===== src/nct_pkg.sv =====
// Package for the neighbor cache table: field widths, status codes and defaults.
// Used by the channel interfaces, the generic RAM users and the top level.
package nct_pkg;

  // Payload field widths.
  localparam int unsigned OpW     = 1;
  localparam int unsigned IpHalfW = 64;
  localparam int unsigned MacW    = 48;
  localparam int unsigned StatusW = 2;
  localparam int unsigned SlotW   = 4;
  localparam int unsigned KeyW    = 2 * IpHalfW;

  // Default number of table entries.
  localparam int unsigned DefEntries = 16;

  // Operation codes on the request channel.
  localparam logic [OpW-1:0] OpUpdate = 1'b0;
  localparam logic [OpW-1:0] OpLookup = 1'b1;

  // Result status codes.
  typedef enum logic [StatusW-1:0] {
    StOk       = 2'd0,
    StInserted = 2'd1,
    StMiss     = 2'd2,
    StFull     = 2'd3
  } status_e;

endpackage


===== src/nct_req_if.sv =====
// Request channel interface for the neighbor cache table.
// Depends on nct_pkg for the field widths.
interface nct_req_if;
  logic                        valid;
  logic                        ready;
  logic [nct_pkg::OpW-1:0]     op;
  logic [nct_pkg::IpHalfW-1:0] ip_high;
  logic [nct_pkg::IpHalfW-1:0] ip_low;
  logic [nct_pkg::MacW-1:0]    mac_in;

  modport source (output valid, op, ip_high, ip_low, mac_in, input ready);
  modport sink   (input valid, op, ip_high, ip_low, mac_in, output ready);
endinterface


===== src/nct_rsp_if.sv =====
// Result channel interface for the neighbor cache table.
// Depends on nct_pkg for the field widths.
interface nct_rsp_if;
  logic                        valid;
  logic                        ready;
  logic [nct_pkg::StatusW-1:0] status;
  logic [nct_pkg::MacW-1:0]    mac_found;
  logic [nct_pkg::SlotW-1:0]   entry_slot;

  modport source (output valid, status, mac_found, entry_slot, input ready);
  modport sink   (input valid, status, mac_found, entry_slot, output ready);
endinterface


===== src/nct_ram.sv =====
// Generic single-port-write, single-port-read RAM with a registered read.
// No dependencies.
module nct_ram #(
  parameter int unsigned Width = 8,
  parameter int unsigned Depth = 16,
  localparam int unsigned AddrW = (Depth > 1) ? $clog2(Depth) : 1
) (
  input  logic             clk_i,
  input  logic             we_i,
  input  logic [AddrW-1:0] waddr_i,
  input  logic [Width-1:0] wdata_i,
  input  logic [AddrW-1:0] raddr_i,
  output logic [Width-1:0] rdata_o
);

  logic [Width-1:0] mem_q [Depth];

  // Write port and registered read port.
  always_ff @(posedge clk_i) begin
    if (we_i) begin
      mem_q[waddr_i] <= wdata_i;
    end
    rdata_o <= mem_q[raddr_i];
  end

endmodule


===== src/neighbor_cache_table_core.sv =====
// Top level of the IPv6 neighbor cache: scan controller, key RAM and MAC RAM.
// Depends on nct_pkg, nct_req_if, nct_rsp_if and nct_ram.
//
//   channel  direction  payload                        transaction
//   req_i    in         op, ip_high, ip_low, mac_in    valid && ready
//   rsp_o    out        status, mac_found, entry_slot  valid && ready
//
// The read of entry 0 is issued at the accepting edge, then one entry is compared per cycle
// from the pipelined key RAM read port, and the done state loads the result register.
// A hit at slot k ends the scan there; a miss, insert or drop scans every stored entry
// first. The idle state follows the done state before the next acceptance.
// A new request is accepted while the previous result still waits; it stalls
// in the done state only if that result has not been taken. Reset clears the
// entry count and the control state; RAM contents are not cleared.
module neighbor_cache_table_core #(
  parameter int unsigned Entries = nct_pkg::DefEntries
) (
  input  logic      clk_i,
  input  logic      rst_ni,
  nct_req_if.sink   req_i,
  nct_rsp_if.source rsp_o
);

  localparam int unsigned AddrW = (Entries > 1) ? $clog2(Entries) : 1;
  localparam int unsigned CntW  = $clog2(Entries + 1);
  localparam int unsigned SlotExtW =
      (AddrW > nct_pkg::SlotW) ? AddrW : nct_pkg::SlotW;

  typedef enum logic [1:0] {
    Idle,
    Scan,
    Done
  } state_e;

  state_e                        state_q, state_d;
  logic [CntW-1:0]               count_q, count_d;
  logic [CntW-1:0]               idx_q, idx_d;
  logic [nct_pkg::OpW-1:0]       op_q;
  logic [nct_pkg::KeyW-1:0]      key_q;
  logic [nct_pkg::MacW-1:0]      mac_q;
  nct_pkg::status_e              res_status_q, res_status_d;
  logic [nct_pkg::MacW-1:0]      res_mac_q, res_mac_d;
  logic [AddrW-1:0]              res_slot_q, res_slot_d;
  logic                          out_valid_q;
  nct_pkg::status_e              out_status_q;
  logic [nct_pkg::MacW-1:0]      out_mac_q;
  logic [nct_pkg::SlotW-1:0]     out_slot_q;

  logic                          req_fire;
  logic                          out_free;
  logic                          hit;
  logic                          last;
  logic [CntW-1:0]               idx_inc;
  logic [AddrW-1:0]              rd_addr;
  logic                          key_we;
  logic                          mac_we;
  logic [AddrW-1:0]              wr_addr;
  logic [nct_pkg::KeyW-1:0]      key_rdata;
  logic [nct_pkg::MacW-1:0]      mac_rdata;
  logic [SlotExtW-1:0]           slot_ext;

  assign req_i.ready = (state_q == Idle);
  assign req_fire    = req_i.valid && req_i.ready;
  assign out_free    = !out_valid_q || rsp_o.ready;

  // Compare stage: the RAM output belongs to entry idx_q during a scan.
  assign idx_inc = idx_q + CntW'(1);
  assign hit     = (idx_q < count_q) && (key_rdata == key_q);
  assign last    = (idx_inc >= count_q);

  // Next-state logic for the scan, the RAM accesses and the result.
  always_comb begin
    state_d      = state_q;
    count_d      = count_q;
    idx_d        = idx_q;
    res_status_d = res_status_q;
    res_mac_d    = res_mac_q;
    res_slot_d   = res_slot_q;
    rd_addr      = idx_inc[AddrW-1:0];
    key_we       = 1'b0;
    mac_we       = 1'b0;
    wr_addr      = idx_q[AddrW-1:0];
    unique case (state_q)
      Idle: begin
        rd_addr = '0;
        if (req_fire) begin
          idx_d   = '0;
          state_d = Scan;
        end
      end
      Scan: begin
        if (hit) begin
          res_status_d = nct_pkg::StOk;
          res_slot_d   = idx_q[AddrW-1:0];
          if (op_q == nct_pkg::OpLookup) begin
            res_mac_d = mac_rdata;
          end else begin
            res_mac_d = '0;
            mac_we    = 1'b1;
          end
          state_d = Done;
        end else if (last) begin
          res_mac_d  = '0;
          res_slot_d = '0;
          if (op_q == nct_pkg::OpLookup) begin
            res_status_d = nct_pkg::StMiss;
          end else if (count_q < CntW'(Entries)) begin
            // Append the new pair at the first free slot.
            res_status_d = nct_pkg::StInserted;
            res_slot_d   = count_q[AddrW-1:0];
            wr_addr      = count_q[AddrW-1:0];
            key_we       = 1'b1;
            mac_we       = 1'b1;
            count_d      = count_q + CntW'(1);
          end else begin
            res_status_d = nct_pkg::StFull;
          end
          state_d = Done;
        end else begin
          idx_d = idx_inc;
        end
      end
      Done: begin
        if (out_free) begin
          state_d = Idle;
        end
      end
      default: state_d = Idle;
    endcase
  end

  assign slot_ext = SlotExtW'(res_slot_q);

  // State, request latch and the output register.
  always_ff @(posedge clk_i or negedge rst_ni) begin
    if (!rst_ni) begin
      state_q     <= Idle;
      count_q     <= '0;
      idx_q       <= '0;
      out_valid_q <= 1'b0;
    end else begin
      state_q      <= state_d;
      count_q      <= count_d;
      idx_q        <= idx_d;
      res_status_q <= res_status_d;
      res_mac_q    <= res_mac_d;
      res_slot_q   <= res_slot_d;
      if (req_fire) begin
        op_q  <= req_i.op;
        key_q <= {req_i.ip_high, req_i.ip_low};
        mac_q <= req_i.mac_in;
      end
      if (state_q == Done && out_free) begin
        out_valid_q  <= 1'b1;
        out_status_q <= res_status_q;
        out_mac_q    <= res_mac_q;
        out_slot_q   <= slot_ext[nct_pkg::SlotW-1:0];
      end else if (rsp_o.ready) begin
        out_valid_q <= 1'b0;
      end
    end
  end

  assign rsp_o.valid      = out_valid_q;
  assign rsp_o.status     = out_status_q;
  assign rsp_o.mac_found  = out_mac_q;
  assign rsp_o.entry_slot = out_slot_q;

  // Key and MAC stores share the read address. Writes land in the final scan
  // cycle and the next request reads only after the done and idle states, so no
  // forwarding is needed.
  nct_ram #(
    .Width (nct_pkg::KeyW),
    .Depth (Entries)
  ) u_key_ram (
    .clk_i   (clk_i),
    .we_i    (key_we),
    .waddr_i (wr_addr),
    .wdata_i (key_q),
    .raddr_i (rd_addr),
    .rdata_o (key_rdata)
  );

  nct_ram #(
    .Width (nct_pkg::MacW),
    .Depth (Entries)
  ) u_mac_ram (
    .clk_i   (clk_i),
    .we_i    (mac_we),
    .waddr_i (wr_addr),
    .wdata_i (mac_q),
    .raddr_i (rd_addr),
    .rdata_o (mac_rdata)
  );

`ifndef NO_ASSERTIONS
  // The entry count never passes the table size.
  assert property (@(posedge clk_i) disable iff (!rst_ni) count_q <= CntW'(Entries))
    else $error("entry count exceeds table size");

  // A key write always grows the entry count by one.
  assert property (@(posedge clk_i) disable iff (!rst_ni)
      key_we |=> count_q == $past(count_q) + CntW'(1))
    else $error("key write without count increment");

  // Leaving the done state always loads a new result.
  assert property (@(posedge clk_i) disable iff (!rst_ni)
      (state_q == Done && out_free) |=> out_valid_q)
    else $error("result not loaded from done state");

  // No request is accepted while a scan is in progress.
  assert property (@(posedge clk_i) disable iff (!rst_ni)
      (state_q == Scan) |-> !req_fire)
    else $error("request accepted during scan");
`endif

endmodule

===== src/flat_wrapper.sv =====
// flat-port wrapper written by rule: the top's interface ports become plain ports
module neighbor_cache_table_core_flat 
#(
  parameter int unsigned Entries = nct_pkg::DefEntries
)
  (clk_i, rst_ni, req_i_valid, req_i_op, req_i_ip_high, req_i_ip_low, req_i_mac_in, req_i_ready, rsp_o_valid, rsp_o_status, rsp_o_mac_found, rsp_o_entry_slot, rsp_o_ready);
  nct_req_if req_i_i ();
  nct_rsp_if rsp_o_i ();
  input  logic clk_i;
  input  logic rst_ni;
  input wire logic [$bits(req_i_i.valid)-1:0] req_i_valid;
  input wire logic [$bits(req_i_i.op)-1:0] req_i_op;
  input wire logic [$bits(req_i_i.ip_high)-1:0] req_i_ip_high;
  input wire logic [$bits(req_i_i.ip_low)-1:0] req_i_ip_low;
  input wire logic [$bits(req_i_i.mac_in)-1:0] req_i_mac_in;
  output wire logic [$bits(req_i_i.ready)-1:0] req_i_ready;
  output wire logic [$bits(rsp_o_i.valid)-1:0] rsp_o_valid;
  output wire logic [$bits(rsp_o_i.status)-1:0] rsp_o_status;
  output wire logic [$bits(rsp_o_i.mac_found)-1:0] rsp_o_mac_found;
  output wire logic [$bits(rsp_o_i.entry_slot)-1:0] rsp_o_entry_slot;
  input wire logic [$bits(rsp_o_i.ready)-1:0] rsp_o_ready;
  assign req_i_i.valid = req_i_valid;
  assign req_i_i.op = req_i_op;
  assign req_i_i.ip_high = req_i_ip_high;
  assign req_i_i.ip_low = req_i_ip_low;
  assign req_i_i.mac_in = req_i_mac_in;
  assign req_i_ready = req_i_i.ready;
  assign rsp_o_valid = rsp_o_i.valid;
  assign rsp_o_status = rsp_o_i.status;
  assign rsp_o_mac_found = rsp_o_i.mac_found;
  assign rsp_o_entry_slot = rsp_o_i.entry_slot;
  assign rsp_o_i.ready = rsp_o_ready;
  neighbor_cache_table_core #(.Entries(Entries)) u_core (.clk_i(clk_i), .rst_ni(rst_ni), .req_i(req_i_i), .rsp_o(rsp_o_i));
endmodule

===== config.mk =====
export PLATFORM = sky130hd
export DESIGN_NAME = neighbor_cache_table_core_flat
export DESIGN_NICKNAME = d
export VERILOG_FILES = /design/src/nct_pkg.sv /design/src/nct_req_if.sv /design/src/nct_rsp_if.sv /design/src/nct_ram.sv /design/src/neighbor_cache_table_core.sv /design/src/flat_wrapper.sv
export SDC_FILE = /design/constraint.sdc
export NUM_CORES = 2
export LEC_CHECK = 0
export ABC_AREA = 1
export BUFFER_PORTS_ARGS = -buffer_cell sky130_fd_sc_hd__buf_4
export CAP_MARGIN = 30
export CELL_PAD_IN_SITES_DETAIL_PLACEMENT = 1
export CELL_PAD_IN_SITES_GLOBAL_PLACEMENT = 2
export CORE_AREA = 2 2 563 565
export CTS_CLUSTER_SIZE = 16
export DETAILED_ROUTE_END_ITERATION = 12
export DIE_AREA = 0 0 565 567
export PLACE_DENSITY_LB_ADDON = 0.25
export SETUP_SLACK_MARGIN = 0.1
export SYNTH_ARGS = -nofsm -noshare
export SYNTH_HDL_FRONTEND = slang
export SYNTH_HIERARCHICAL = 1
export SYNTH_SLANG_ARGS = --single-unit

===== constraint.sdc =====
create_clock -name clk_i -period 11.89 [get_ports clk_i]
set_clock_uncertainty 0.2 [all_clocks]
set_input_delay 3.567 -clock clk_i [delete_from_list [all_inputs] [get_ports clk_i]]
set_output_delay 3.567 -clock clk_i [all_outputs]
set_load 0.02 [all_outputs]

==> flow_summary_export.csv <==
group,metric,value,unit
outcome,status,"completed",
floorplanning,die_x,565,um
cts,clockBufferDepth,4,
route,viasPerCell,5.24,
synthesis,synthFlopType,"edfxtp_1",
sta,period_share,57.4,%
cells_and_area,fin_nets,12500,
global_routing,grt_pass1_wl,588,mm
cells_and_area,syn_to_final_growth,13.2,%
sta,tightest_slew,1.15,ns
cts,ctsResizeCount,0,
synthesis,syn_inst,12200,
cts,clk-insertion-delay-late,0.93,ns
global_routing,grt_overflow,0,
synthesis,yosysWarnings,6,
placement,io_buffers,236,
pwr,leakage,0.0619,uW
global_routing,grt_util_all_layers,24.3,%
synthesis,synth_edf_count,3101,
placement,hpwl,197,mm
cts,cts_sinks,3290,
global_routing,grt_pass1_vias,93700,
cts,postCtsHoldBufs,0,
route,routed_wirelength,393,mm
sta,setup_viol,0,
placement,place_ws,5.09,ns
cts,postCtsSetupRepairBufs,0,
floorplanning,die_h,567,um
worst_setup_path,critPathMaxFanout,29,
run,max_cap_violations,0,
cts,clkSlewWorstSetupHoldPaths,0.06,ns
route,dr.pass1.iters,5,
placement,postPlaceCellArea,140000,sq um
floorplanning,dieArea,320000,sq um
route,top_layer_used,"met5",
route,vias,88000,
worst_setup_path,crit_required,12.24,ns
sta,worst_hold_slack,0.210,ns
cts,cts_tree,"yes",
route,detail-route-antenna-nets,0,
min_path,hp-class,"reg -> reg",
route,wl_met1,172,mm
sta,period_needed,6.83,ns
synthesis,synth_fp_nets,12400,
sta,worst_slack,5.06,ns
synthesis,syn_area_per_cell,11.0,sq um
synthesis,ys_ff_latch,3290,
worst_setup_path,endpoint_kind,"register",
route,route.detailed.drc,0,
synthesis,synth_async_sr_flop_share,0.395,%
sta,rsz0062_at_grt,"false",
cts,cts_root_buf,"clkbuf_16",
floorplanning,io_pins,237,
placement,place_congestion,0.754,
pwr,power_density,227,nW/um^2
route,wl_met2,196,mm
placement,dp.cells,16100,
cells_and_area,layout-drive-gt1-share,7.93,%
route,met3_length,16.3,mm
floorplanning,core,314000,sq um
sta,hold_violations,0,
pwr,ir_worst_vdd,0.253,mV
sta,slew_headroom,23.1,%
worst_setup_path,cp-start-kind,"register",
cts,numCtsBuffers,359,
sta,tns,0,ns
synthesis,synth-seq-area-share,72.1,%
floorplanning,start_util,42.8,%
worst_setup_path,crit_type,"reg -> reg",
sta,drv_slew,0,
synthesis,synth.distinct_cells,36,
sta,max_freq,0.147,GHz
synthesis,netlist_area,135000,sq um
global_routing,grt_max_degree,196,
cells_and_area,final_cell_area,152000,sq um
floorplanning,rows,206,
cells_and_area,stdcell_count,16800,
global_routing,antenna_found_initial,13,
route,wire_per_inst,23.4,um
route,drtIter0Drc,6396,
cts,htree_levels,5,
worst_setup_path,cp.arrival,7.17,ns
## synth_stat cells (10+ instances only)
| cell type | count | share of area (%) |
|---|---|---|
| buf_1 | 37 | 0.10 |
| buf_2 | 317 | 1.2 |
| buf_4 | 83 | 0.46 |
| buf_6 | 40 | 0.33 |
| clkbuf_1 | 110 | 0.31 |
| dfrtp_1 | 13 | 0.24 |
| dfxtp_1 | 176 | 2.6 |
| edfxtp_1 | 3101 | 69 |
| ha_1 | 12 | 0.11 |
| inv_1 | 1716 | 4.8 |
| nand2_1 | 4171 | 12 |
| nand3_1 | 2063 | 7.7 |
| nand4_1 | 12 | 0.056 |
| nor2_1 | 211 | 0.59 |
| nor2_4 | 10 | 0.084 |
| o21ai_0 | 18 | 0.067 |
| or2_2 | 20 | 0.093 |
| xnor2_1 | 27 | 0.18 |
| xor2_1 | 11 | 0.072 |
## where the power goes
group	total, uW	leakage (uW)	switching, uW	internal (uW)
clock	11400	0.00588	4680	6730
sequential	14100	0.0296	517	13600
combinational	9080	0.0264	6560	2520
total	34600	0.0619	11800	22800
## cells in the final DEF, fill, tap and decap left out, types with 9 or more instances in the layout
master | netlist | final
dfxtp_1 | 176 | 176
ha_1 | 12 | 12
nor2_4 | 10 | 48
xor2_1 | 11 | 11
clkinvlp_4 | 0 | 14
nand4_1 | 12 | 12
buf_16 | 0 | 9
clkbuf_16 | 0 | 362
or2_2 | 20 | 20
inv_1 | 1716 | 1712
nand2_1 | 4171 | 4171
nor2_1 | 211 | 173
nand3_1 | 2063 | 2063
clkinv_8 | 0 | 10
edfxtp_1 | 3101 | 3101
clkbuf_8 | 0 | 29
xnor2_1 | 27 | 27
buf_4 | 83 | 351
clkbuf_1 | 110 | 83
bufinv_16 | 0 | 42
clkinv_1 | 0 | 51
o21ai_0 | 18 | 18
clkinv_2 | 1 | 66
buf_12 | 1 | 25
dfrtp_1 | 13 | 13
## cell families (layout without fill, tap and decap cells)
logic type      Yosys count  after routing  synth area share (%)
simple gates           6503           6503                  20.2
xor+xnor                 38             38                 0.247
buf+inv                2310           2775                  7.22
flops                  3290           3290                  72.1
fa+ha+maj                12             12                 0.112
other cells               0              5                     0
compound gates           28             28                 0.111
## critical path, stage by stage, from the launching register on
cell and delay (ns):
edfxtp_1 0.82, inv_1 0.10, nand2_1 0.09, nand2_1 0.05
inv_1 0.05, nand2_1 0.05, nor2_1 0.19, nand2_1 0.09
nor2_1 0.49, nand2_1 0.38, nor2_2 0.29, nand3_4 0.17
nand3_1 0.39, o21ai_0 0.47, nand3b_1 0.57, nor2_4 0.67
buf_4 0.62, buf_4 0.63
## routing by layer
layer / GRT usage, % / up-vias
met1: 32.6 / 45300
met4: 5.97 / 6
met3: 2.59 / 568
met5: 0 / -
li1: - / 40300
met2: 42.3 / 1892
## state kept, by name (all words and copies together), names as in the netlist, 48 cells and up
signal                    flops
u_core/key_q                128
u_core/mac_q                 48
u_core/res_mac_q             48
u_core/u_mac_ram/mem_q      768
u_core/u_key_ram/mem_q     2048
u_core/u_key_ram/rdata_o    128
u_core/u_mac_ram/rdata_o     48
u_core/rsp_o.mac_found       48
## final cells by class
class	count	area (sq um)
fillers	33100	162000
flip-flops and latches	3290	97000
multi-input cells	6581	28100
clock buffers	474	9770
inverters	1721	6520
well taps	4160	5200
repair buffers	385	3380
clock inverters	195	2290
diodes	5	12.5
## worst paths after layout
check                                           from                             to  slack (ns)  cells past startpoint
worst min register to register  u_core/res_mac_q[40]     u_core/rsp_o.mac_found[40]        0.21                      0
worst min-delay path            u_core/res_mac_q[40]     u_core/rsp_o.mac_found[40]        0.21                      0
max in group asynchronous                     rst_ni              u_core/count_q[2]        9.00                      1
min in group asynchronous                     rst_ni              u_core/state_q[0]        2.31                      1
worst max-delay path                u_core/key_q[85]  u_core/u_key_ram/mem_q[4][18]        5.06                     17
worst max register to register      u_core/key_q[85]  u_core/u_key_ram/mem_q[4][18]        5.06                     17
## per-stage QoR
| step | total power, uW | util, % |
|---|---|---|
| 6_report | 34600 | 48.5 |
| 5_1_grt | 36500 | 48.5 |
| 4_1_cts | 35000 | 48.5 |
| 3_5_place_dp | 23500 | 44.6 |
| 3_3_place_gp | 23100 | 44.6 |
| 2_1_floorplan | 20800 | - |
(Power assumes the default switching activity.)
